### src/sv/assert_macros.svh
// Assertion macros shared by the tile rotation scatter RTL.
// No dependencies; define SYNTH to compile the checks out.
`ifndef ASSERT_MACROS_SVH
`define ASSERT_MACROS_SVH
`ifndef SYNTH
// Property must hold at every clock edge outside reset.
`define TRS_ASSERT(lbl, clk, rstn, prop) \
	lbl: assert property (@(posedge clk) disable iff (!rstn) prop) \
		else $error("assertion failed");
// Expression must never be true at a clock edge outside reset.
`define TRS_NEVER(lbl, clk, rstn, expr) \
	lbl: assert property (@(posedge clk) disable iff (!rstn) !(expr)) \
		else $error("forbidden condition seen");
`else
`define TRS_ASSERT(lbl, clk, rstn, prop)
`define TRS_NEVER(lbl, clk, rstn, expr)
`endif
`endif

### src/sv/trs_pkg.sv
`timescale 1ns / 1ps
// Types and constants shared by the tile rotation scatter modules.
// No dependencies.
package trs_pkg;

	localparam int COORD_W       = 12;
	localparam int PIX_W         = 32;
	localparam int IDX_W         = 14;
	localparam int DIM_W         = 13;
	localparam int TBITS_W       = 3;
	localparam int TILE_W        = 26;
	localparam int MAX_TILE_BITS = 5;

	typedef enum logic [1:0] {
		REG_FRAME_WIDTH  = 2'd0,
		REG_FRAME_HEIGHT = 2'd1,
		REG_CUBE_BITS    = 2'd2
	} cfg_reg_t;

	typedef enum logic [1:0] {
		DIR_NONE  = 2'd0,
		DIR_RIGHT = 2'd1,
		DIR_DOWN  = 2'd2,
		DIR_LEFT  = 2'd3
	} dir_t;

	localparam logic OP_MAP_WRITE = 1'b0;
	localparam logic OP_PIXEL     = 1'b1;

	// Per-stage advance enables.
	typedef struct packed {
		logic en1;
		logic en2;
		logic en3;
	} stage_en_t;

	// Item leaving the front end, tile number resolved.
	typedef struct packed {
		logic                opcode;
		logic [COORD_W-1:0]  pos_x;
		logic [COORD_W-1:0]  pos_y;
		logic [PIX_W-1:0]    pixel;
		logic [IDX_W-1:0]    map_index;
		dir_t                direction;
		logic [TBITS_W-1:0]  tile_bits;
		logic                in_range;
		logic [TILE_W-1:0]   tile;
	} front_item_t;

	// Pixel with its tile direction read back from the map.
	typedef struct packed {
		logic [COORD_W-1:0]  pos_x;
		logic [COORD_W-1:0]  pos_y;
		logic [PIX_W-1:0]    pixel;
		logic [TBITS_W-1:0]  tile_bits;
		dir_t                direction;
	} rot_item_t;

endpackage

### src/sv/trs_rotate.sv
`timescale 1ns / 1ps
// Rotation of the in-tile offset and the result output register.
// Depends on trs_pkg.
module trs_rotate (
	input  logic                        clk,
	input  logic                        arst_n,
	input  logic                        load,
	input  logic                        in_valid,
	input  trs_pkg::rot_item_t          item,
	output logic                        out_valid,
	output logic [trs_pkg::COORD_W-1:0] dest_x,
	output logic [trs_pkg::COORD_W-1:0] dest_y,
	output logic [trs_pkg::PIX_W-1:0]   pixel_out
);

	logic [trs_pkg::COORD_W-1:0] mask;
	logic [trs_pkg::COORD_W-1:0] lx;
	logic [trs_pkg::COORD_W-1:0] ly;
	logic [trs_pkg::COORD_W-1:0] nx;
	logic [trs_pkg::COORD_W-1:0] ny;
	logic                        v_q;
	logic [trs_pkg::COORD_W-1:0] dx_q;
	logic [trs_pkg::COORD_W-1:0] dy_q;
	logic [trs_pkg::PIX_W-1:0]   pix_q;

	always_comb begin
		mask = (trs_pkg::COORD_W'(1) << item.tile_bits) - trs_pkg::COORD_W'(1);
		lx   = item.pos_x & mask;
		ly   = item.pos_y & mask;
		case (item.direction)
			trs_pkg::DIR_RIGHT: begin
				nx = ly;
				ny = mask - lx;
			end
			trs_pkg::DIR_DOWN: begin
				nx = mask - lx;
				ny = mask - ly;
			end
			trs_pkg::DIR_LEFT: begin
				nx = mask - ly;
				ny = lx;
			end
			default: begin
				nx = lx;
				ny = ly;
			end
		endcase
	end

	always_ff @(posedge clk or negedge arst_n) begin
		if (!arst_n) begin
			v_q <= 1'b0;
		end else if (load) begin
			v_q <= in_valid;
		end
	end

	always_ff @(posedge clk) begin
		if (load && in_valid) begin
			dx_q  <= (item.pos_x & ~mask) + nx;
			dy_q  <= (item.pos_y & ~mask) + ny;
			pix_q <= item.pixel;
		end
	end

	assign out_valid = v_q;
	assign dest_x    = dx_q;
	assign dest_y    = dy_q;
	assign pixel_out = pix_q;

endmodule

### config.mk
export PLATFORM = sky130hd
export DESIGN_NAME = trs_rotate
export DESIGN_NICKNAME = d
export VERILOG_FILES = /design/src/sv/assert_macros.svh /design/src/sv/trs_pkg.sv /design/src/sv/trs_rotate.sv
export SDC_FILE = /design/constraint.sdc
export NUM_CORES = 1
export LEC_CHECK = 0
export BUFFER_PORTS_ARGS = -buffer_cell sky130_fd_sc_hd__buf_2
export CAP_MARGIN = 20
export CELL_PAD_IN_SITES_DETAIL_PLACEMENT = 0
export CELL_PAD_IN_SITES_GLOBAL_PLACEMENT = 1
export CORE_MARGIN = 2
export CORE_UTILIZATION = 43
export CTS_BUF_LIST = sky130_fd_sc_hd__clkbuf_4
export CTS_CLUSTER_DIAMETER = 120
export DETAILED_ROUTE_END_ITERATION = 12
export GPL_ROUTABILITY_DRIVEN = 0
export GPL_TIMING_DRIVEN = 0
export PLACE_DENSITY = 0.83
export SYNTH_ARGS = -nofsm -noshare
export SYNTH_HDL_FRONTEND = slang
export SYNTH_SLANG_ARGS = --single-unit
export TNS_END_PERCENT = 50
### constraint.sdc
create_clock -name clk -period 1.2 [get_ports clk]
set_input_delay 0.12 -clock clk [delete_from_list [all_inputs] [get_ports clk]]
set_output_delay 0.12 -clock clk [all_outputs]
set_load 0.05 [all_outputs]
# ---- After elaboration in Yosys (flattened, before gate mapping)
# Cells that the tools add are included.
# Widths: inputs -> output; s select.
dict set report word_totals {
  regBits 57
  in_bits 65
  output_inout_bits 57
  word_cells 21
}
dict set report classes {
  n_addsub 5
  eq_ne 3
  n_shift 1
  n_mux 2
  n_bitwise 5
  reduce_logical 1
}
# cell count
set ops {}
lappend ops {{$pmux 12 s3} 2}
lappend ops {{$and 12x12->12} 4}
lappend ops {{$add 12x12->12} 2}
lappend ops {{$sub 12x12->12} 2}
lappend ops {{$not 12->12} 1}
lappend ops {{$shl 1x3->12 const A} 1}
lappend ops {{$sub 12x2->12 const B} 1}
lappend ops {{$eq 2x2->1 const B} 2}
lappend ops {{$eq 2x1->1 const B} 1}
lappend ops {{$logic_and 1x1->1} 1}

# ---- Longest topological paths before layout
dict set report depth {
  depth_word 6
  depth_mapped 20
  ltp_nobuf 18
}

# ---- Worst setup path before layout
# OpenSTA, ideal clock, no wires.
dict set report synth_timing {
  path_kind {input -> register}
  startpoint {input item[4] (netlist name)}
  endpoint {register dy_q, in the netlist dest_y[10], data pin}
  setup_ns 0.258
  arrival_ns 3.518
  required_ns 0.942
  setup_slack_ns -2.576
  stages 16
  path_buffers 1
  path_cell_list {buf_2 -> nor3_1 -> inv_1 -> ha_1 -> or2_2 -> ha_1 -> a221oi_1 -> a31oi_1 -> fa_1 -> a21o_1 -> a21oi_1 -> o21bai_1 -> a2111oi_0 -> o31ai_1 -> a21oi_1 -> xnor2_1}
}
dict set report synth_between {
  elab_chain_cells 6
  word_cells_on_any_way 10
  classes_between {4 x add/sub; 1 x shift; 1 x mux; 4 x bitwise}
}
# element line
set synth_rtl {}
lappend synth_rtl {{start, declared} trs_rotate.sv:9} ;# input trs_pkg::rot_item_t item,
lappend synth_rtl {{$shl 1x3->12 (*)} trs_rotate.sv:27} ;# mask = (trs_pkg::COORD_W'(1) << item.tile_bits) - trs_pkg::COORD_W'(1);
lappend synth_rtl {{$sub 12x2->12 (*)} trs_rotate.sv:27}
lappend synth_rtl {{$and 12x12->12, on equally long branches} {trs_rotate.sv:29, trs_rotate.sv:28}}
lappend synth_rtl {{$sub 12x12->12, on equally long branches} {trs_rotate.sv:37, trs_rotate.sv:33}}
lappend synth_rtl {{$pmux 12 s3} trs_rotate.sv:30} ;# case (item.direction)
lappend synth_rtl {{$add 12x12->12 (*)} trs_rotate.sv:61} ;# dy_q <= (item.pos_y & ~mask) + ny;
lappend synth_rtl {{end signal, assigned} trs_rotate.sv:61}
lappend synth_rtl {{end, declared} trs_rotate.sv:23} ;# logic [trs_pkg::COORD_W-1:0] dy_q;
# Mark *: on every way between the ends. The rest lies on a longest branch, timed or not.
# A chain may end at the register's enable or synchronous reset.

# ---- Worst setup path after layout
dict set report layout_timing {
  startpoint {input item[4] (netlist name)}
  endpoint {register dx_q, in the netlist dest_x[10], data pin}
}
dict set report layout_between {
  elab_chain_cells 6
  word_cells_on_any_way 10
  classes_between {4 x add/sub; 1 x shift; 1 x mux; 4 x bitwise}
}
# element line
set layout_rtl {}
lappend layout_rtl {{$shl 1x3->12 (*)} trs_rotate.sv:27}
lappend layout_rtl {{$sub 12x2->12 (*)} trs_rotate.sv:27}
lappend layout_rtl {{$and 12x12->12, on equally long branches} {trs_rotate.sv:29, trs_rotate.sv:28}}
lappend layout_rtl {{$sub 12x12->12, on equally long branches} {trs_rotate.sv:40, trs_rotate.sv:36}}
lappend layout_rtl {{$pmux 12 s3} trs_rotate.sv:30}
lappend layout_rtl {{$add 12x12->12 (*)} trs_rotate.sv:60} ;# dx_q <= (item.pos_x & ~mask) + nx;
lappend layout_rtl {{end signal, assigned} trs_rotate.sv:60}
lappend layout_rtl {{end, declared} trs_rotate.sv:22} ;# logic [trs_pkg::COORD_W-1:0] dx_q;
# Marks and branches as above.

==> flow_metrics.py <==
metrics = {
    "outcome": {
        "outcome": "complete, but fails checks",
        "violations": "negative setup slack",
    },
    "cts": {
        "htreeDepth": 3,
        "cts.path.max_buffers": 2,
        "cts-root-buf": "clkbuf_4",
        "cts_buffers": 9,
        "clock_latency_ns": 0.37,
        "clk_pin_slew_ns": 0.09,
        "cts_num_sinks": 57,
        "cts_tree": "yes",
    },
    "worst_setup_path": {
        "r2r-start": "out_valid",
        "reg2reg_to": "out_valid",
        "r2r_cells": 1,
        "startpoint": "item[4]",
        "path_cells": "buf_6 > buf_12 > nor3_4 > inv_2 > ha_4 > buf_6 > nor2b_4 > mux2_4 > xnor2_2 > o21ai_2 > o21ai_1 > o21ai_1 > ha_1 > a21o_1 > a21oi_2 > o21bai_2 > a2111o_1 > a31oi_1 > o21bai_1 > xor2_1",
        "path_buf_inv": 4,
        "crit_end": "dest_x[10]",
        "crit_path_max_incr_delay_ns": 0.39,
        "path_class": "input port to flop",
        "worstPathArrival_ns": 3.31,
        "cp.required_ns": 1.32,
        "cpLargestDelayFamily": "compound AO/OA/AOI/OAI gates",
        "cp_max_fo": 5,
        "startpoint_type": "input port",
        "cpMaxStageDelayCell": "a2111o_1",
        "worstSetupEndpointType": "flop",
        "path_depth": 20,
        "rrSetupSlack_ns": 0.41,
    },
    "grt": {
        "grt_pass1_vias": 3452,
        "antenna_found_initial": 0,
        "grt_usage": 0.217,
        "grt_max_degree": 57,
        "grt_pass1_wl_mm": 16.9,
        "grt-ovfl-total": 0,
    },
    "sta": {
        "relSlewSlack": 0.533,
        "worst_pin_slew_ns": 0.700,
        "finalCriticalPeriod_ns": 3.18,
        "final-max-slew-violation-count": 0,
        "finClkSkew_ns": 0,
        "finalWorstSetupSlack_ns": -1.98,
        "post-route-period-util": 2.65,
        "hold_violations": 0,
        "setup_viol": 22,
        "tns_ns": -31.27,
        "rsz0062_at_grt": "true",
        "fmax_mhz": 314,
    },
    "floorplan": {
        "ios": 122,
        "chipHeight_um": 98.5,
        "start_util": 0.442,
        "die_w_um": 98.5,
        "dieArea_um2": 9690,
        "core_area_um2": 8680,
        "rows": 34,
    },
    "logic_synthesis": {
        "synth_edf_count": 56,
        "syn_avg_cell_area_um2": 10.5,
        "synth_adder_area_share": 0.0985,
        "synth_seq_cells": 57,
        "muxShareOfSynthArea": 0.0369,
        "syn_inst": 364,
        "synth_async_sr_flop_share": 0.0175,
        "synth_top_family_by_area": "compound AO/OA/AOI/OAI gates",
        "ys_types": 60,
        "synth-compound-area-share": 0.171,
        "yosysSeqAreaShare": 0.445,
        "yosys_warnings": 0,
        "synthXorXnorAreaFrac": 0.0731,
        "post_synth_and_or_nand_nor_area_fraction": 0.133,
        "yosys_most_used_dff": "edfxtp_1",
        "syn_area_um2": 3840,
    },
    "routing": {
        "initialDrtViolationCount": 135,
        "num_vias": 3492,
        "via_per_inst": 5.13,
        "drc": 0,
        "drtAntennaViolNets": 0,
        "wl_per_cell_um": 15.7,
        "dr.pass1.iters": 4,
        "routed_wl_mm": 10.7,
    },
    "power": {
        "power_switching_share": 0.343,
        "p_seq_frac": 0.374,
        "p_clk_frac": 0.232,
        "p_leak_nw": 2.51,
        "intPower_mw": 4.34,
        "p_comb_frac": 0.394,
        "net-switching-power_mw": 2.26,
        "powerDensity_nw_per_um2": 1140,
        "peakVddDrop_uv": 571,
    },
    "final_layout": {
        "instances_no_fill": 681,
        "num-nets-final": 662,
        "postLayoutCoreUtil": 0.667,
        "antenna_cells": 0,
        "syn_to_final_growth_pct": 50.8,
        "final_cell_area_um2": 5790,
        "drive_gt1_frac": 0.422,
    },
    "place": {
        "placedInstanceArea_um2": 4780,
        "place_inst": 592,
        "port_buffers": 114,
        "dp_slack_ns": -2.73,
        "place.detailed.hpwl_mm": 7.22,
    },
    "flow_run": {
        "maxCapViolCount": 0,
    },
    "worst_hold_path": {
        "hold_class": "input port to asynchronous set/reset pin",
    },
}
## per-stage QoR
step           hold slack, ns  total power, mW
2_1_floorplan          -0.176             4.13
3_3_place_gp           -0.105             4.58
3_5_place_dp           -0.104             4.62
4_1_cts                0.0163             6.46
5_1_grt                0.0224             6.91
6_report               0.0355             6.61
## state kept, by name, indices dropped and copies added, names as in the netlist
name	count
out_valid	1
dest_x	12
pixel_out	32
dest_y	12
## metal layers
metal | vias up | track usage | share of wire
met3 | 8 | 0.0340 | 0.052
met2 | 112 | 0.397 | 0.51
li1 | 1725 | - | -
met1 | 1647 | 0.268 | 0.43
met4 | 0 | 0.0569 | 0.0097
met5 | - | 0 | 0
## power by group through the flow
stage	Combinational (mW)	Clock (mW)	Sequential [mW]
floorplan	1.02	0	3.11
global placement	2.08	0	2.50
detailed placement	2.11	0	2.51
CTS	2.45	1.54	2.47
global route	2.79	1.64	2.49
finish	2.60	1.53	2.47
## Yosys cell counts (2+ instances only)
master / instances / area share
nor3_1: 7 / 0.0091
o211ai_1: 2 / 0.0039
xor2_1: 3 / 0.0069
nor2_1: 23 / 0.023
and2_1: 15 / 0.024
inv_1: 20 / 0.020
nand3_1: 4 / 0.0052
o21bai_1: 5 / 0.0098
nand2_1: 20 / 0.020
nor2b_1: 6 / 0.0098
mux2i_1: 7 / 0.018
a41oi_1: 2 / 0.0046
buf_2: 3 / 0.0039
nand2b_1: 3 / 0.0049
a221oi_1: 2 / 0.0046
and3_1: 4 / 0.0065
a31oi_1: 4 / 0.0065
clkbuf_1: 13 / 0.013
or2_2: 4 / 0.0065
o31ai_1: 2 / 0.0039
o21a_1: 6 / 0.012
edfxtp_1: 56 / 0.44
mux2_2: 3 / 0.0088
a21oi_1: 25 / 0.033
ha_1: 27 / 0.088
a211oi_1: 2 / 0.0039
a21o_1: 6 / 0.012
conb_1: 2 / 0.0020
o21ai_0: 21 / 0.027
o221a_2: 3 / 0.0088
xnor2_1: 29 / 0.066
fa_1: 2 / 0.010
o221ai_1: 3 / 0.0069
o31a_1: 3 / 0.0069
a21boi_0: 2 / 0.0039
## cell usage in the layout (no fill, tap or decap), types with 13 or more instances in the layout
cell type and count:
buf_2 113, and2_1 14, inv_1 18, nand2_1 16, xnor2_1 26, ha_1 20, a21oi_1 14, o21ai_0 13
edfxtp_1 56, nor2_1 20, buf_4 37, dlygate4sd3_1 35
## repair_timing
item	CTS	global route
buffers inserted	32	10
hold endpoints to repair	34	0
hold buffers	35	0
cloned	0	0
pin swaps	47	31
gates resized for setup	27	19
setup endpoints to repair	24	24
## how the worst min path moves through the flow
stage | depth (start not counted) | to | slack (ns) | start
after global placement | 1 | out_valid | -0.11 | arst_n
after detailed placement | 1 | out_valid | -0.10 | arst_n
after floorplan | 0 | out_valid | -0.18 | arst_n
final | 2 | out_valid | 0.04 | arst_n
after global routing | 2 | out_valid | 0.02 | arst_n
after CTS | 2 | out_valid | 0.02 | arst_n
## logic make-up after synthesis
logic type	Yosys count
AO/OA/AOI/OAI	97
AND/OR/NAND/NOR	97
flip-flops	57
buffers and inverters	38
XOR/XNOR	32
adder cells (fa/ha/maj)	29
multiplexers	12
other	2
## layout make-up
cell class / instances / area, µm²
Buffer: 18 / 118
Clock buffer: 11 / 82.6
Clock inverter: 5 / 71.3
Fill cell: 661 / 2890
Inverter: 20 / 75.1
Multi-Input combinational cell: 275 / 2370
Sequential cell: 57 / 1710
Tap cell: 108 / 135
Timing Repair Buffer: 187 / 1230
Power figures use the tool's default switching activity.
