--- src/sv/assert_macros.svh ---
// Assertion macros shared by the tile rotation scatter RTL.
// No dependencies; define SYNTH to compile the checks out.
`ifndef ASSERT_MACROS_SVH
`define ASSERT_MACROS_SVH
`ifndef SYNTH
// Property must hold at every clock edge outside reset.
`define TRS_ASSERT(lbl, clk, rstn, prop) \
	lbl: assert property (@(posedge clk) disable iff (!rstn) prop) \
		else $error("assertion failed");
// Expression must never be true at a clock edge outside reset.
`define TRS_NEVER(lbl, clk, rstn, expr) \
	lbl: assert property (@(posedge clk) disable iff (!rstn) !(expr)) \
		else $error("forbidden condition seen");
`else
`define TRS_ASSERT(lbl, clk, rstn, prop)
`define TRS_NEVER(lbl, clk, rstn, expr)
`endif
`endif

--- src/sv/trs_pkg.sv ---
`timescale 1ns / 1ps
// Types and constants shared by the tile rotation scatter modules.
// No dependencies.
package trs_pkg;

	localparam int COORD_W       = 12;
	localparam int PIX_W         = 32;
	localparam int IDX_W         = 14;
	localparam int DIM_W         = 13;
	localparam int TBITS_W       = 3;
	localparam int TILE_W        = 26;
	localparam int MAX_TILE_BITS = 5;

	typedef enum logic [1:0] {
		REG_FRAME_WIDTH  = 2'd0,
		REG_FRAME_HEIGHT = 2'd1,
		REG_CUBE_BITS    = 2'd2
	} cfg_reg_t;

	typedef enum logic [1:0] {
		DIR_NONE  = 2'd0,
		DIR_RIGHT = 2'd1,
		DIR_DOWN  = 2'd2,
		DIR_LEFT  = 2'd3
	} dir_t;

	localparam logic OP_MAP_WRITE = 1'b0;
	localparam logic OP_PIXEL     = 1'b1;

	// Per-stage advance enables.
	typedef struct packed {
		logic en1;
		logic en2;
		logic en3;
	} stage_en_t;

	// Item leaving the front end, tile number resolved.
	typedef struct packed {
		logic                opcode;
		logic [COORD_W-1:0]  pos_x;
		logic [COORD_W-1:0]  pos_y;
		logic [PIX_W-1:0]    pixel;
		logic [IDX_W-1:0]    map_index;
		dir_t                direction;
		logic [TBITS_W-1:0]  tile_bits;
		logic                in_range;
		logic [TILE_W-1:0]   tile;
	} front_item_t;

	// Pixel with its tile direction read back from the map.
	typedef struct packed {
		logic [COORD_W-1:0]  pos_x;
		logic [COORD_W-1:0]  pos_y;
		logic [PIX_W-1:0]    pixel;
		logic [TBITS_W-1:0]  tile_bits;
		dir_t                direction;
	} rot_item_t;

endpackage

--- src/sv/trs_front.sv ---
`timescale 1ns / 1ps
// Front end: tile coordinate split, whole-tile check and tile number multiply.
// Depends on trs_pkg.
module trs_front (
	input  logic                        clk,
	input  logic                        arst_n,
	input  trs_pkg::stage_en_t          en,
	input  logic                        in_valid,
	input  logic                        opcode,
	input  logic [trs_pkg::COORD_W-1:0] pos_x,
	input  logic [trs_pkg::COORD_W-1:0] pos_y,
	input  logic [trs_pkg::PIX_W-1:0]   pixel_in,
	input  logic [trs_pkg::IDX_W-1:0]   map_index,
	input  trs_pkg::dir_t               direction,
	input  logic [trs_pkg::DIM_W-1:0]   frame_width,
	input  logic [trs_pkg::DIM_W-1:0]   frame_height,
	input  logic [trs_pkg::TBITS_W-1:0] cube_bits,
	output logic                        v1,
	output logic                        v2,
	output trs_pkg::front_item_t        item
);

	logic [trs_pkg::TBITS_W-1:0] tb;
	logic [trs_pkg::DIM_W-1:0]   cols;
	logic [trs_pkg::DIM_W-1:0]   rows;
	logic [trs_pkg::COORD_W-1:0] tx;
	logic [trs_pkg::COORD_W-1:0] ty;
	logic                        in_range;

	logic                        v_s1;
	logic                        op_s1;
	logic [trs_pkg::COORD_W-1:0] px_s1;
	logic [trs_pkg::COORD_W-1:0] py_s1;
	logic [trs_pkg::PIX_W-1:0]   pix_s1;
	logic [trs_pkg::IDX_W-1:0]   idx_s1;
	trs_pkg::dir_t               dir_s1;
	logic [trs_pkg::TBITS_W-1:0] tb_s1;
	logic [trs_pkg::COORD_W-1:0] tx_s1;
	logic [trs_pkg::COORD_W-1:0] ty_s1;
	logic [trs_pkg::DIM_W-1:0]   cols_s1;
	logic                        rng_s1;

	logic                        v_s2;
	trs_pkg::front_item_t        item_s2;

	// Saturate the tile size, then split coordinates into tile and offset.
	always_comb begin
		if (cube_bits > trs_pkg::TBITS_W'(trs_pkg::MAX_TILE_BITS)) begin
			tb = trs_pkg::TBITS_W'(trs_pkg::MAX_TILE_BITS);
		end else begin
			tb = cube_bits;
		end
		cols     = frame_width >> tb;
		rows     = frame_height >> tb;
		tx       = pos_x >> tb;
		ty       = pos_y >> tb;
		in_range = ({1'b0, tx} < cols) && ({1'b0, ty} < rows);
	end

	always_ff @(posedge clk or negedge arst_n) begin
		if (!arst_n) begin
			v_s1 <= 1'b0;
			v_s2 <= 1'b0;
		end else begin
			if (en.en1) begin
				v_s1 <= in_valid;
			end
			if (en.en2) begin
				v_s2 <= v_s1;
			end
		end
	end

	always_ff @(posedge clk) begin
		if (en.en1 && in_valid) begin
			op_s1   <= opcode;
			px_s1   <= pos_x;
			py_s1   <= pos_y;
			pix_s1  <= pixel_in;
			idx_s1  <= map_index;
			dir_s1  <= direction;
			tb_s1   <= tb;
			tx_s1   <= tx;
			ty_s1   <= ty;
			cols_s1 <= cols;
			rng_s1  <= in_range;
		end
	end

	// Tile number in raster order: one multiply and add.
	always_ff @(posedge clk) begin
		if (en.en2 && v_s1) begin
			item_s2.opcode    <= op_s1;
			item_s2.pos_x     <= px_s1;
			item_s2.pos_y     <= py_s1;
			item_s2.pixel     <= pix_s1;
			item_s2.map_index <= idx_s1;
			item_s2.direction <= dir_s1;
			item_s2.tile_bits <= tb_s1;
			item_s2.in_range  <= rng_s1;
			item_s2.tile      <= trs_pkg::TILE_W'(ty_s1) * trs_pkg::TILE_W'(cols_s1)
				+ trs_pkg::TILE_W'(tx_s1);
		end
	end

	assign v1   = v_s1;
	assign v2   = v_s2;
	assign item = item_s2;

endmodule

--- config.mk ---
export PLATFORM = sky130hd
export DESIGN_NAME = trs_front
export DESIGN_NICKNAME = d
export VERILOG_FILES = /design/src/sv/assert_macros.svh /design/src/sv/trs_pkg.sv /design/src/sv/trs_front.sv
export SDC_FILE = /design/constraint.sdc
export NUM_CORES = 1
export LEC_CHECK = 0
export ABC_CLOCK_PERIOD_IN_PS = 6200
export BUFFER_PORTS_ARGS = -buffer_cell sky130_fd_sc_hd__clkbuf_2
export CORE_MARGIN = 2
export CORE_UTILIZATION = 35
export DETAILED_ROUTE_END_ITERATION = 16
export SYNTH_ARGS = -nofsm -noshare
export SYNTH_HDL_FRONTEND = slang
export SYNTH_SLANG_ARGS = --single-unit
--- constraint.sdc ---
create_clock -name clk -period 6.2 [get_ports clk]
set_clock_uncertainty 0.15 [all_clocks]
set_input_delay 0.62 -clock clk [delete_from_list [all_inputs] [get_ports clk]]
set_output_delay 0.62 -clock clk [all_outputs]
set_load 0.05 [all_outputs]
Yosys cells after proc, flatten, opt, wreduce, memory -nomap -nowiden. Index checks and enable logic that the tools add are counted.

Add/sub/neg operators: 1. $mul: 1. Magnitude comparators: 3. Shift-type cells: 4. Multiplexer cells: 1. Reduce and logical (&&, ||, !) cells: 3.

Operators by type and width (count): adder 25 x 12 -> 26 bit (1); less-than comparator 12 x 13 -> 1 bit (2); right shift 13 x 3 -> 13 bit (2); multiplier 12 x 13 -> 25 bit (1); right shift 12 x 3 -> 12 bit (2); greater-than comparator 3 bit (second input constant) (1); logical AND 1 bit (3); two-way mux 3 bit (1).

Register bits: 219. Bits of input ports: 108.

Longest topological paths before layout. Gate-level depths: netlist of run 1.

Word-level depth: 5. Mapped depth: 20.

Least setup slack after synthesis of run 1. Ideal clock, no wire load.

Kind: register to register. From: register ty_s1[6] in the netlist's numbering. To: register item_s2 (netlist bit item[25]), data pin. Library setup time: 139 ps. Data arrival time: 5167 ps. Data required time: 5911 ps. Path slack: 744 ps. Stages on the path, launching flop included: 20. Buffers on the path: 1. Path through: edfxtp_1 > clkbuf_1 > and2_1 > fa_1 > inv_1 > fa_1 > inv_1 > fa_1 > fa_1 > inv_1 > fa_1 > inv_1 > ha_1 > a21o_1 > a2111oi_4 > o211ai_2 > o21ai_2 > a21oi_2 > or4b_1 > nand4b_1.

Longest elaborated chain between the ends: 2.

Ends and longest elaborated chain: from (decl) (RTL line trs_front.sv:39) `logic [trs_pkg::COORD_W-1:0] ty_s1;`; from (signal assigned) (RTL line trs_front.sv:84) `ty_s1 <= ty;`; multiplier 12 x 13 -> 25 bit (RTL line trs_front.sv:101) `item_s2.tile <= trs_pkg::TILE_W'(ty_s1) * trs_pkg::TILE_W'(cols_s1)`; adder 25 x 12 -> 26 bit (RTL line trs_front.sv:102) `+ trs_pkg::TILE_W'(tx_s1);`; to (decl) (RTL line trs_front.sv:44) `trs_pkg::front_item_t item_s2;`.

No other way between the ends. A chain may end at the register's enable or synchronous reset.

Final worst setup path of run 1.
From: register cols_s1[8] in the netlist's numbering. To: register item_s2 (netlist bit item[25]), data pin.

Longest elaborated chain between the ends: 2.

Ends and longest elaborated chain: from (decl) (RTL line trs_front.sv:40) `logic [trs_pkg::DIM_W-1:0] cols_s1;`; from (signal assigned) (RTL line trs_front.sv:85) `cols_s1 <= cols;`; multiplier 12 x 13 -> 25 bit (RTL line trs_front.sv:101); adder 25 x 12 -> 26 bit (RTL line trs_front.sv:102).

No other way between the ends.

==> results.sh, run 1 <==
export IMPL_drive_above_1_share=0.205
export IMPL_htreeDepth=1
export IMPL_globalRouteTotalUtil=0.155
export IMPL_setup_tns_ns=0
export IMPL_critical_path_top_delay_family="adder cells"
export IMPL_cts_sinks=219
export IMPL_synth_top_cells_by_count="sky130_fd_sc_hd__edfxtp_1 (217), sky130_fd_sc_hd__inv_1 (196), sky130_fd_sc_hd__fa_1 (122)"
export IMPL_mappedNetlistArea_sq_mm=0.0143
export IMPL_cts_root_buf="sky130_fd_sc_hd__clkbuf_16"
export IMPL_rows=73
export IMPL_postRouteAntennaNets=0
export IMPL_core_area_sq_mm=0.0400
export IMPL_dp_final_hpwl_um=24500
export IMPL_globalplace_congestion=0.857
export IMPL_startpoint_type="flop"
export IMPL_drt_first_iter_violations=371
export IMPL_max_slew_margin_rel=0.398
export IMPL_post_cts_resize_count=0
export IMPL_stdcell_area_sq_mm=0.0167
export IMPL_grt_met3_usage=0.0164
export IMPL_path_buf_inv=4
export IMPL_timing_critical_path_fanout_max=12
export IMPL_critical_path_slowest_cell="sky130_fd_sc_hd__edfxtp_1"
export IMPL_sequential_element_share_of_the_synthesized_area=0.460
export IMPL_power_density_mw_per_mm2=524
export IMPL_die_height_um=206
export IMPL_synth_top_area_frac=0.456
export IMPL_ys_top_cells_by_area="sky130_fd_sc_hd__edfxtp_1 (46%), sky130_fd_sc_hd__fa_1 (17%), sky130_fd_sc_hd__ha_1 (8.4%)"
export IMPL_critical_path_endpoint_type="flop"
export IMPL_numCtsBuffers=25
export IMPL_dr_total_vias=9020
export IMPL_synth_cells=1174
export IMPL_viasPerCell=4.70
export IMPL_die_x_um=206
export IMPL_leakagePower_nw=7.46
export IMPL_synthToLayoutAreaGrowth_pct=17.0
export IMPL_final_nets=1704
export IMPL_cp_data_arrival_time_ns=6.16
export IMPL_grt_first_pass_wirelength_um=51300
export IMPL_yosys_cell_count_top_type="sky130_fd_sc_hd__edfxtp_1"
export IMPL_die_area_sq_mm=0.0424
export IMPL_most_prevalent_standard_cell_on_the_critical_path="sky130_fd_sc_hd__fa_1"
export IMPL_buffer_ports_inserted=211
export IMPL_grt_most_used_layer="met2"
export IMPL_timing_critical_path_required_ns=6.44
export IMPL_fin_crit_sh=0.956
export IMPL_synth_seq_cells=219
export IMPL_1st_pass_router_iterations=5
export IMPL_worst_hold_path_type="primary input to flop"
export IMPL_synthFlopType="sky130_fd_sc_hd__edfxtp_1"
export IMPL_power_ir_vdd_worst_mv=0.691
export IMPL_yosys_area_top_type="sky130_fd_sc_hd__edfxtp_1"
export IMPL_synth_edff_count=217
export IMPL_rsz_0062_raised_after_global_routing="false"
export IMPL_slew_violations=0
export IMPL_grt_antenna_before_repair=1
export IMPL_clock_transition_at_the_registers_of_the_reported_paths_ns=0.06
export IMPL_syn_avg_cell_area_sq_um=12.2
export IMPL_finalCoreUtilization=0.418
export IMPL_synth_warnings=0
export IMPL_setup_viol=0
export IMPL_cts_root_to_sink_buffers=3
export IMPL_worstSetupPathType="flop to flop"
export IMPL_grt_start_max_net_pins=73
export IMPL_start_util=0.357
export IMPL_synthesis_nets=1500
export IMPL_slowest_delay_ns=0.60
export IMPL_antennaDiodeCount=0
export IMPL_detail_route_wirelength_um=31400
export IMPL_drc_errors=0
export IMPL_met1_capacity_usage_during_global_routing=0.199
export IMPL_finalHoldViolCount=0
export IMPL_final_min_clock_period_ns=5.93
export IMPL_first_global_vias=9543
export IMPL_avgRoutedWirePerCell_um=16.4
export IMPL_clock_latency_ns=0.53
export IMPL_grt_overflow=0
export IMPL_fmax_mhz=169
export IMPL_synth_lib_cells_used_distinct=58
export IMPL_outcome="finished, final reports clean"
export IMPL_max_cap_violations=0
export IMPL_cts_tree="done"
export IMPL_max_slew_worst_pin_slew_ns=0.901
export IMPL_globalRouteMet2Util=0.276
export IMPL_io_pins=213
export IMPL_detailed_place_area_sq_mm=0.0159
export IMPL_timing_critical_path_cells="and2_1 -> fa_1 -> inv_1 -> fa_1 -> inv_1 -> fa_1 -> fa_1 -> inv_1 -> fa_1 -> inv_1 -> ha_1 -> a21oi_1 -> o21ai_1 -> o2111a_1 -> o21ai_2 -> a21oi_2 -> or4b_1 -> nand4b_1"
export IMPL_synth_async_reset_ratio=0.00913
cell usage in the layout, fill, tap and decap left out, types with 11 or more instances in the layout:
cell	count
sky130_fd_sc_hd__nor2_1	40
sky130_fd_sc_hd__mux2i_1	57
sky130_fd_sc_hd__edfxtp_1	217
sky130_fd_sc_hd__fa_1	122
sky130_fd_sc_hd__clkbuf_16	25
sky130_fd_sc_hd__clkbuf_2	211
sky130_fd_sc_hd__a21oi_1	50
sky130_fd_sc_hd__buf_4	12
sky130_fd_sc_hd__ha_1	96
sky130_fd_sc_hd__and2_1	81
sky130_fd_sc_hd__xnor2_1	11
sky130_fd_sc_hd__o21ai_0	21
sky130_fd_sc_hd__nand2_1	103
sky130_fd_sc_hd__nor2b_1	15
sky130_fd_sc_hd__inv_1	196
power breakdown:
group	total (mW)	switching [mW]	internal, mW
sequential	2.17	0.0803	2.09
clock	1.42	0.588	0.829
combinational	5.17	3.05	2.11
logic make-up (layout without fill, tap and decap cells):
| logic type | count (synthesis) | after routing | share of synthesized area |
|---|---|---|---|
| mux | 70 | 70 | 0.0521 |
| flops | 219 | 219 | 0.460 |
| simple gates | 274 | 274 | 0.0960 |
| fa+ha+maj | 218 | 218 | 0.255 |
| buf+inv | 244 | 466 | 0.0657 |
| xor+xnor | 20 | 20 | 0.0123 |
| compound gates | 129 | 129 | 0.0590 |
routing by layer:
| layer | wire [um] | up-vias |
|---|---|---|
| met2 | 16000 | 134 |
| li1 | - | 4321 |
| met5 | 0 | - |
| met3 | 935 | 45 |
| met4 | 889 | 0 |
| met1 | 13600 | 4520 |
state kept, by name, indices dropped and copies added, names as in the netlist:
signal   flops
item       103
pix_s1      32
idx_s1      14
cols_s1     13
px_s1       12
py_s1       12
tx_s1       12
ty_s1       12
tb_s1        3
dir_s1       2
op_s1        1
rng_s1       1
v1           1
v2           1
path summary, 6_finish.rpt:
kind	start	to	slack, ns	cells after the start
max	cols_s1[8]	item[25]	0.27	18
min	pixel_in[20]	pix_s1[20]	0.11	1
min in group asynchronous	arst_n	v1	0.28	2
min reg2reg	pix_s1[13]	item[59]	0.26	0
max reg2reg	cols_s1[8]	item[25]	0.27	18
max in group asynchronous	arst_n	v2	5.52	2
final cells by class:
class / instances / area, sq um
fill: 3806 / 23300
multi-input combinational: 711 / 6790
sequential: 219 / 6570
timing repair buffer: 225 / 1180
inverter: 196 / 736
tap: 525 / 657
clock buffer: 31 / 648
clock inverter: 14 / 136
worst register-to-register path: stages (launching register included):
cell and delay [ns]:
sky130_fd_sc_hd__edfxtp_1 0.60, sky130_fd_sc_hd__and2_1 0.28, sky130_fd_sc_hd__fa_1 0.53, sky130_fd_sc_hd__inv_1 0.05, sky130_fd_sc_hd__fa_1 0.47, sky130_fd_sc_hd__inv_1 0.05
sky130_fd_sc_hd__fa_1 0.48, sky130_fd_sc_hd__fa_1 0.54, sky130_fd_sc_hd__inv_1 0.05, sky130_fd_sc_hd__fa_1 0.47, sky130_fd_sc_hd__inv_1 0.04, sky130_fd_sc_hd__ha_1 0.36
sky130_fd_sc_hd__a21oi_1 0.21, sky130_fd_sc_hd__o21ai_1 0.18, sky130_fd_sc_hd__o2111a_1 0.36, sky130_fd_sc_hd__o21ai_2 0.24, sky130_fd_sc_hd__a21oi_2 0.11, sky130_fd_sc_hd__or4b_1 0.51
sky130_fd_sc_hd__nand4b_1 0.10
through the flow:
step           worst slack [ns]  hold slack, ns  power (mW)  cells
6_report                  0.275           0.110        8.75   1921
5_1_grt                 0.00734          0.0904        9.63   1921
4_1_cts                   0.294          0.0786        8.90   1920
3_5_place_dp              0.306           0.255        7.42   1874
3_3_place_gp              0.374           0.250        7.38   1874
2_1_floorplan             0.744           0.174        6.27   1174
what timing repair did:
item                                    CTS  global route
endpoints found under the setup margin    0             1
buffers inserted                          0             1
hold endpoints to repair                  2             0
hold buffers                              1             0
Power figures use the tool's default switching activity.
==> inputs of run 2 (changes only) <==
RECOVER_POWER = 100   (was not set)
==> results.sh, run 2 (synthesis results as in run 1) <==
export IMPL_outcome="finished with violations"
export IMPL_violations_in_the_final_reports="max-capacitance violations, max-slew violations"
export IMPL_detail_route_wirelength_um=31600
export IMPL_dr_total_vias=9032
export IMPL_total_of_fill_cells_in_the_finished_design=3894
export IMPL_cts_sinks=219
export IMPL_drc_errors=0
export IMPL_cts_root_buf="sky130_fd_sc_hd__clkbuf_16"
export IMPL_cts_tree="done"
export IMPL_numCtsBuffers=25
export IMPL_stdcell_area_sq_mm=0.0165
export IMPL_slew_violations=263
export IMPL_post_cts_resize_count=0
export IMPL_die_height_um=206
export IMPL_start_util=0.357
export IMPL_cts_root_to_sink_buffers=3
export IMPL_timing_critical_path_fanout_max=13
export IMPL_globalRouteTotalUtil=0.155
export IMPL_1st_pass_router_iterations=4
export IMPL_postRouteAntennaNets=0
export IMPL_critical_path_endpoint_type="flop"
export IMPL_layout_commonest_cell="sky130_fd_sc_hd__edfxtp_1"
export IMPL_setup_viol=0
export IMPL_rsz_0062_raised_after_global_routing="false"
export IMPL_buffer_ports_inserted=211
export IMPL_drt_first_iter_violations=357
export IMPL_commonest_cells_after_routing_fill_and_taps_aside="sky130_fd_sc_hd__edfxtp_1 (217), sky130_fd_sc_hd__inv_1 (196), sky130_fd_sc_hd__clkbuf_1 (143), sky130_fd_sc_hd__fa_1 (122), sky130_fd_sc_hd__nand2_1 (103)"
export IMPL_grt_start_max_net_pins=73
export IMPL_io_pins=213
export IMPL_setup_tns_ns=0
export IMPL_die_x_um=206
export IMPL_detailed_place_area_sq_mm=0.0159
export IMPL_grt_first_pass_wirelength_um=51300
export IMPL_grt_antenna_before_repair=1
export IMPL_holdPathStages=1
export IMPL_avgRoutedWirePerCell_um=16.4
export IMPL_setup_slack_ns=0.298
export IMPL_die_area_sq_mm=0.0424
export IMPL_total_power_mw=8.72
export IMPL_dp_final_hpwl_um=24500
export IMPL_max_slew_worst_pin_slew_ns=4.03
export IMPL_htreeDepth=1
export IMPL_fin_crit_sh=0.952
export IMPL_first_global_vias=9543
export IMPL_max_cap_violations=5
export IMPL_final_min_clock_period_ns=5.90
export IMPL_preCtsSetupSlack_ns=0.306
export IMPL_power_ir_vdd_worst_mv=0.692
export IMPL_rows=73
export IMPL_globalplace_congestion=0.857
export IMPL_core_area_sq_mm=0.0400
export IMPL_worst_hold_path_type="primary input to flop"
export IMPL_synthToLayoutAreaGrowth_pct=15.5
export IMPL_timing_critical_path_required_ns=6.44
export IMPL_power_density_mw_per_mm2=529
export IMPL_worstSetupPathType="flop to flop"
export IMPL_fmax_mhz=169
export IMPL_final_nets=1704
export IMPL_cp_data_arrival_time_ns=6.14
export IMPL_drive_above_1_share=0.103
export IMPL_max_slew_margin_rel=-1.69
export IMPL_clock_latency_ns=0.53
export IMPL_max_reg_flops=103
export IMPL_grt_overflow=0
export IMPL_viasPerCell=4.70
export IMPL_leakagePower_nw=7.03
export IMPL_startpoint_type="flop"
export IMPL_clock_transition_at_the_registers_of_the_reported_paths_ns=0.06
export IMPL_finalHoldViolCount=0
export IMPL_ff2ff_path_depth=17
run 2: cell count changes in the layout (fill, tap and decap cells not counted), moves of 2 or more:
| cell | previous run | this run |
|---|---|---|
| sky130_fd_sc_hd__and2_0 | 0 | 8 |
| sky130_fd_sc_hd__and2_1 | 81 | 75 |
| sky130_fd_sc_hd__and2_4 | 2 | 0 |
| sky130_fd_sc_hd__buf_4 | 12 | 7 |
| sky130_fd_sc_hd__clkbuf_1 | 6 | 143 |
| sky130_fd_sc_hd__clkbuf_2 | 211 | 79 |
run 2: timing repair:
action                                  in CTS  in global routing
setup buffers                                0                  1
endpoints found under the setup margin       0                  1
endpoints found under the hold margin        2                  0
hold buffers                                 1                  0
run 2: per-stage QoR:
| step | utilization | cells | hold slack [ns] |
|---|---|---|---|
| final | 0.412 | 1922 | 0.111 |
| after global routing | 0.412 | 1921 | 0.0904 |
| after CTS | 0.417 | 1920 | 0.0786 |
| after detailed placement | 0.397 | 1874 | 0.255 |
| after global placement | 0.397 | 1874 | 0.250 |
| after floorplan | - | 1174 | 0.174 |
run 2: worst max-delay path: stages, from the launching register on:
cell                        delay, ns
sky130_fd_sc_hd__edfxtp_1        0.72
sky130_fd_sc_hd__nand2_1         0.16
sky130_fd_sc_hd__fa_1            0.54
sky130_fd_sc_hd__inv_1           0.06
sky130_fd_sc_hd__fa_1            0.48
sky130_fd_sc_hd__fa_1            0.45
sky130_fd_sc_hd__fa_1            0.51
sky130_fd_sc_hd__inv_1           0.05
sky130_fd_sc_hd__fa_1            0.47
sky130_fd_sc_hd__inv_1           0.04
sky130_fd_sc_hd__ha_1            0.33
sky130_fd_sc_hd__a21o_1          0.21
sky130_fd_sc_hd__a2111oi_4       0.48
sky130_fd_sc_hd__o211ai_2        0.15
sky130_fd_sc_hd__o21ai_2         0.23
sky130_fd_sc_hd__a21oi_2         0.11
sky130_fd_sc_hd__or4b_1          0.51
sky130_fd_sc_hd__nand4b_1        0.10
run 2: final timing paths:
kind | start | to | slack, ns
worst min-delay path | pixel_in[20] | pix_s1[20] | 0.11
max in group asynchronous | arst_n | v2 | 5.48
worst max register to register | ty_s1[4] | item[25] | 0.30
min in group asynchronous | arst_n | v1 | 0.29
worst max-delay path | ty_s1[4] | item[25] | 0.30
worst min register to register | pix_s1[13] | item[59] | 0.26
run 2: final cells by class:
type	instances	area (sq um)	share of cell area
diodes	1	2.50	0.000152
clock buffers	31	648	0.0393
clock inverters	14	136	0.00827
inverters	196	736	0.0446
multi-input cells	711	6760	0.410
flip-flops and latches	219	6570	0.398
well taps	525	657	0.0398
repair buffers	225	992	0.0602
run 2: report_power, final:
part	internal (mW)	leakage (nW)	total (mW)	switching, mW
combinational	2.08	4.61	5.13	3.05
sequential	2.09	2.05	2.17	0.0796
clock	0.829	0.375	1.42	0.589
total	5.00	7.03	8.72	3.72
run 2: layer usage:
layer  routed length [um]  global-route usage  share of wire  vias up
met5                    0                   0              0        -
met4                  847              0.0431          0.027        0
met3                  988              0.0164          0.031       44
met2                16000               0.276           0.51      142
met1                13800               0.199           0.44     4521
li1                     -                   -              -     4325
==> inputs of run 3 (changes only) <==
ABC_CLOCK_PERIOD_IN_PS = 7000   (was 6200)
clock period = 7 ns   (was 6.2 ns; I/O delays follow)
==> results.sh, run 3 (synthesis results as in run 1) <==
export IMPL_outcome="finished with violations"
export IMPL_violations_in_the_final_reports="max-capacitance violations, max-slew violations"
export IMPL_1st_pass_router_iterations=5
export IMPL_holdPathStages=1
export IMPL_grt_first_pass_wirelength_um=51200
export IMPL_antennaDiodeCount=0
export IMPL_startpoint_type="flop"
export IMPL_rows=73
export IMPL_max_cap_violations=6
export IMPL_setup_viol=0
export IMPL_power_share_switching=0.425
export IMPL_internal_power_mw=4.38
export IMPL_rrSetupSlack_ns=0.68
export IMPL_worstSetupPathType="flop to flop"
export IMPL_globalRouteTotalUtil=0.154
export IMPL_worst_hold_path_type="primary input to flop"
export IMPL_detail_route_wirelength_um=31600
export IMPL_comb_power_share=0.589
export IMPL_critical_path_top_delay_family="adder cells"
export IMPL_numCtsBuffers=24
export IMPL_buffer_ports_inserted=211
export IMPL_slew_violations=357
export IMPL_setup_tns_ns=0
export IMPL_power_sequential_fraction=0.254
export IMPL_crit_cells=18
export IMPL_slowest_delay_ns=0.59
export IMPL_power_share_clock=0.157
export IMPL_max_slew_worst_pin_slew_ns=3.14
export IMPL_start_util=0.357
export IMPL_die_area_sq_mm=0.0424
export IMPL_timing_critical_path_cells="and2_1 -> fa_1 -> inv_1 -> fa_1 -> inv_1 -> fa_1 -> fa_1 -> inv_1 -> fa_1 -> inv_1 -> ha_1 -> a21oi_1 -> o21ai_0 -> o2111a_1 -> o21ai_0 -> a21oi_1 -> or4b_1 -> nand4b_1"
export IMPL_finalCoreUtilization=0.410
export IMPL_power_ir_vdd_worst_mv=0.604
export IMPL_total_power_mw=7.62
export IMPL_htreeDepth=1
export IMPL_cts_tree="done"
export IMPL_whs_ns=0.193
export IMPL_power_switching_mw=3.24
export IMPL_grt_start_max_net_pins=74
export IMPL_final_nets=1695
export IMPL_layout_commonest_cell="sky130_fd_sc_hd__edfxtp_1"
export IMPL_avgRoutedWirePerCell_um=16.5
export IMPL_io_pins=213
export IMPL_core_area_sq_mm=0.0400
export IMPL_power_density_mw_per_mm2=464
export IMPL_critical_path_endpoint_type="flop"
export IMPL_drc_errors=0
export IMPL_postRouteAntennaNets=0
export IMPL_ff2ff_path_depth=18
export IMPL_worst_r2r_startpoint="ty_s1[0]"
export IMPL_die_height_um=206
export IMPL_timing_critical_path_fanout_max=13
export IMPL_most_prevalent_standard_cell_on_the_critical_path="sky130_fd_sc_hd__fa_1"
export IMPL_cts_sinks=219
export IMPL_drive_above_1_share=0.101
export IMPL_max_slew_margin_rel=-1.09
export IMPL_rsz_0062_raised_after_global_routing="false"
export IMPL_path_buf_inv=4
export IMPL_clock_transition_at_the_registers_of_the_reported_paths_ns=0.06
export IMPL_post_cts_resize_count=0
export IMPL_timing_critical_path_required_ns=7.24
export IMPL_max_reg_flops=103
export IMPL_hold_end="pix_s1[23]"
export IMPL_globalplace_congestion=0.819
export IMPL_first_global_vias=9659
export IMPL_finalHoldViolCount=0
export IMPL_cp_data_arrival_time_ns=6.57
export IMPL_drt_first_iter_violations=387
export IMPL_dp_final_hpwl_um=24300
export IMPL_final_min_clock_period_ns=6.32
export IMPL_critical_path_slowest_cell="sky130_fd_sc_hd__edfxtp_1"
export IMPL_preCtsSetupSlack_ns=1.01
export IMPL_grt_overflow=0
export IMPL_die_x_um=206
export IMPL_post_cts_setup_buffer_count=0
export IMPL_fmax_mhz=158
export IMPL_grt_antenna_before_repair=0
export IMPL_hold_path_startpoint="pixel_in[23]"
export IMPL_clock_latency_ns=0.53
export IMPL_leakagePower_nw=7.00
export IMPL_cts_root_to_sink_buffers=3
export IMPL_commonest_cells_after_routing_fill_and_taps_aside="sky130_fd_sc_hd__edfxtp_1 (217), sky130_fd_sc_hd__inv_1 (196), sky130_fd_sc_hd__clkbuf_1 (140), sky130_fd_sc_hd__fa_1 (122), sky130_fd_sc_hd__nand2_1 (103)"
export IMPL_reg2reg_to="item[25]"
export IMPL_cts_root_buf="sky130_fd_sc_hd__clkbuf_16"
export IMPL_setup_slack_ns=0.675
export IMPL_synthToLayoutAreaGrowth_pct=14.9
export IMPL_viasPerCell=4.72
export IMPL_dr_total_vias=9024
export IMPL_fin_crit_sh=0.904
run 3: cell types whose count changed in the layout (fill, tap and decap cells not counted), sizes merged:
cell / delta
inv: -3
buf: -7
diode: -1
clkinv: +2
bufinv: -1
run 3: cell type report:
class                   count  area, sq um
repair buffers            217          927
clock inverters            12         97.6
inverters                 196          736
well taps                 525          657
multi-input cells         711         6770
flip-flops and latches    219         6570
clock buffers              32          652
fillers                  3889        23600
run 3: timing repair:
action | 4_1_cts | 5_1_grt
hold buffers | 1 | 0
hold endpoints to repair | 2 | 0
endpoints found under the setup margin | 0 | 0
run 3: stage by stage:
stage                     cell area [sq um]  std cells
after CTS                             16600       1912
final                                 16400       1912
after detailed placement              15800       1867
after floorplan                       14300       1174
after global routing                  16400       1912
after global placement                15800       1867
run 3: worst max-delay path by stage:
stage	from	end	slack [ns]
floorplan	ty_s1[6]	item[25]	1.54
global placement	cols_s1[8]	item[25]	1.02
detailed placement	ty_s1[0]	item[25]	1.01
CTS	cols_s1[8]	item[25]	0.97
global route	ty_s1[1]	item[25]	0.36
finish	ty_s1[0]	item[25]	0.68
run 3: power by group through the flow:
stage	sequential, mW	clock [mW]	combinational (mW)
2_1_floorplan	2.25	0	3.30
3_3_place_gp	1.96	0	4.52
3_5_place_dp	1.96	0	4.57
4_1_cts	1.94	1.23	4.61
5_1_grt	1.96	1.28	5.20
6_report	1.93	1.20	4.48
run 3: routing by layer:
| layer | GRT usage | wire, um | vias to the layer above |
|---|---|---|---|
| met4 | 0.0520 | 1110 | 0 |
| li1 | - | - | 4309 |
| met1 | 0.197 | 13700 | 4478 |
| met3 | 0.0180 | 1090 | 61 |
| met5 | 0 | 0 | - |
| met2 | 0.270 | 15700 | 176 |
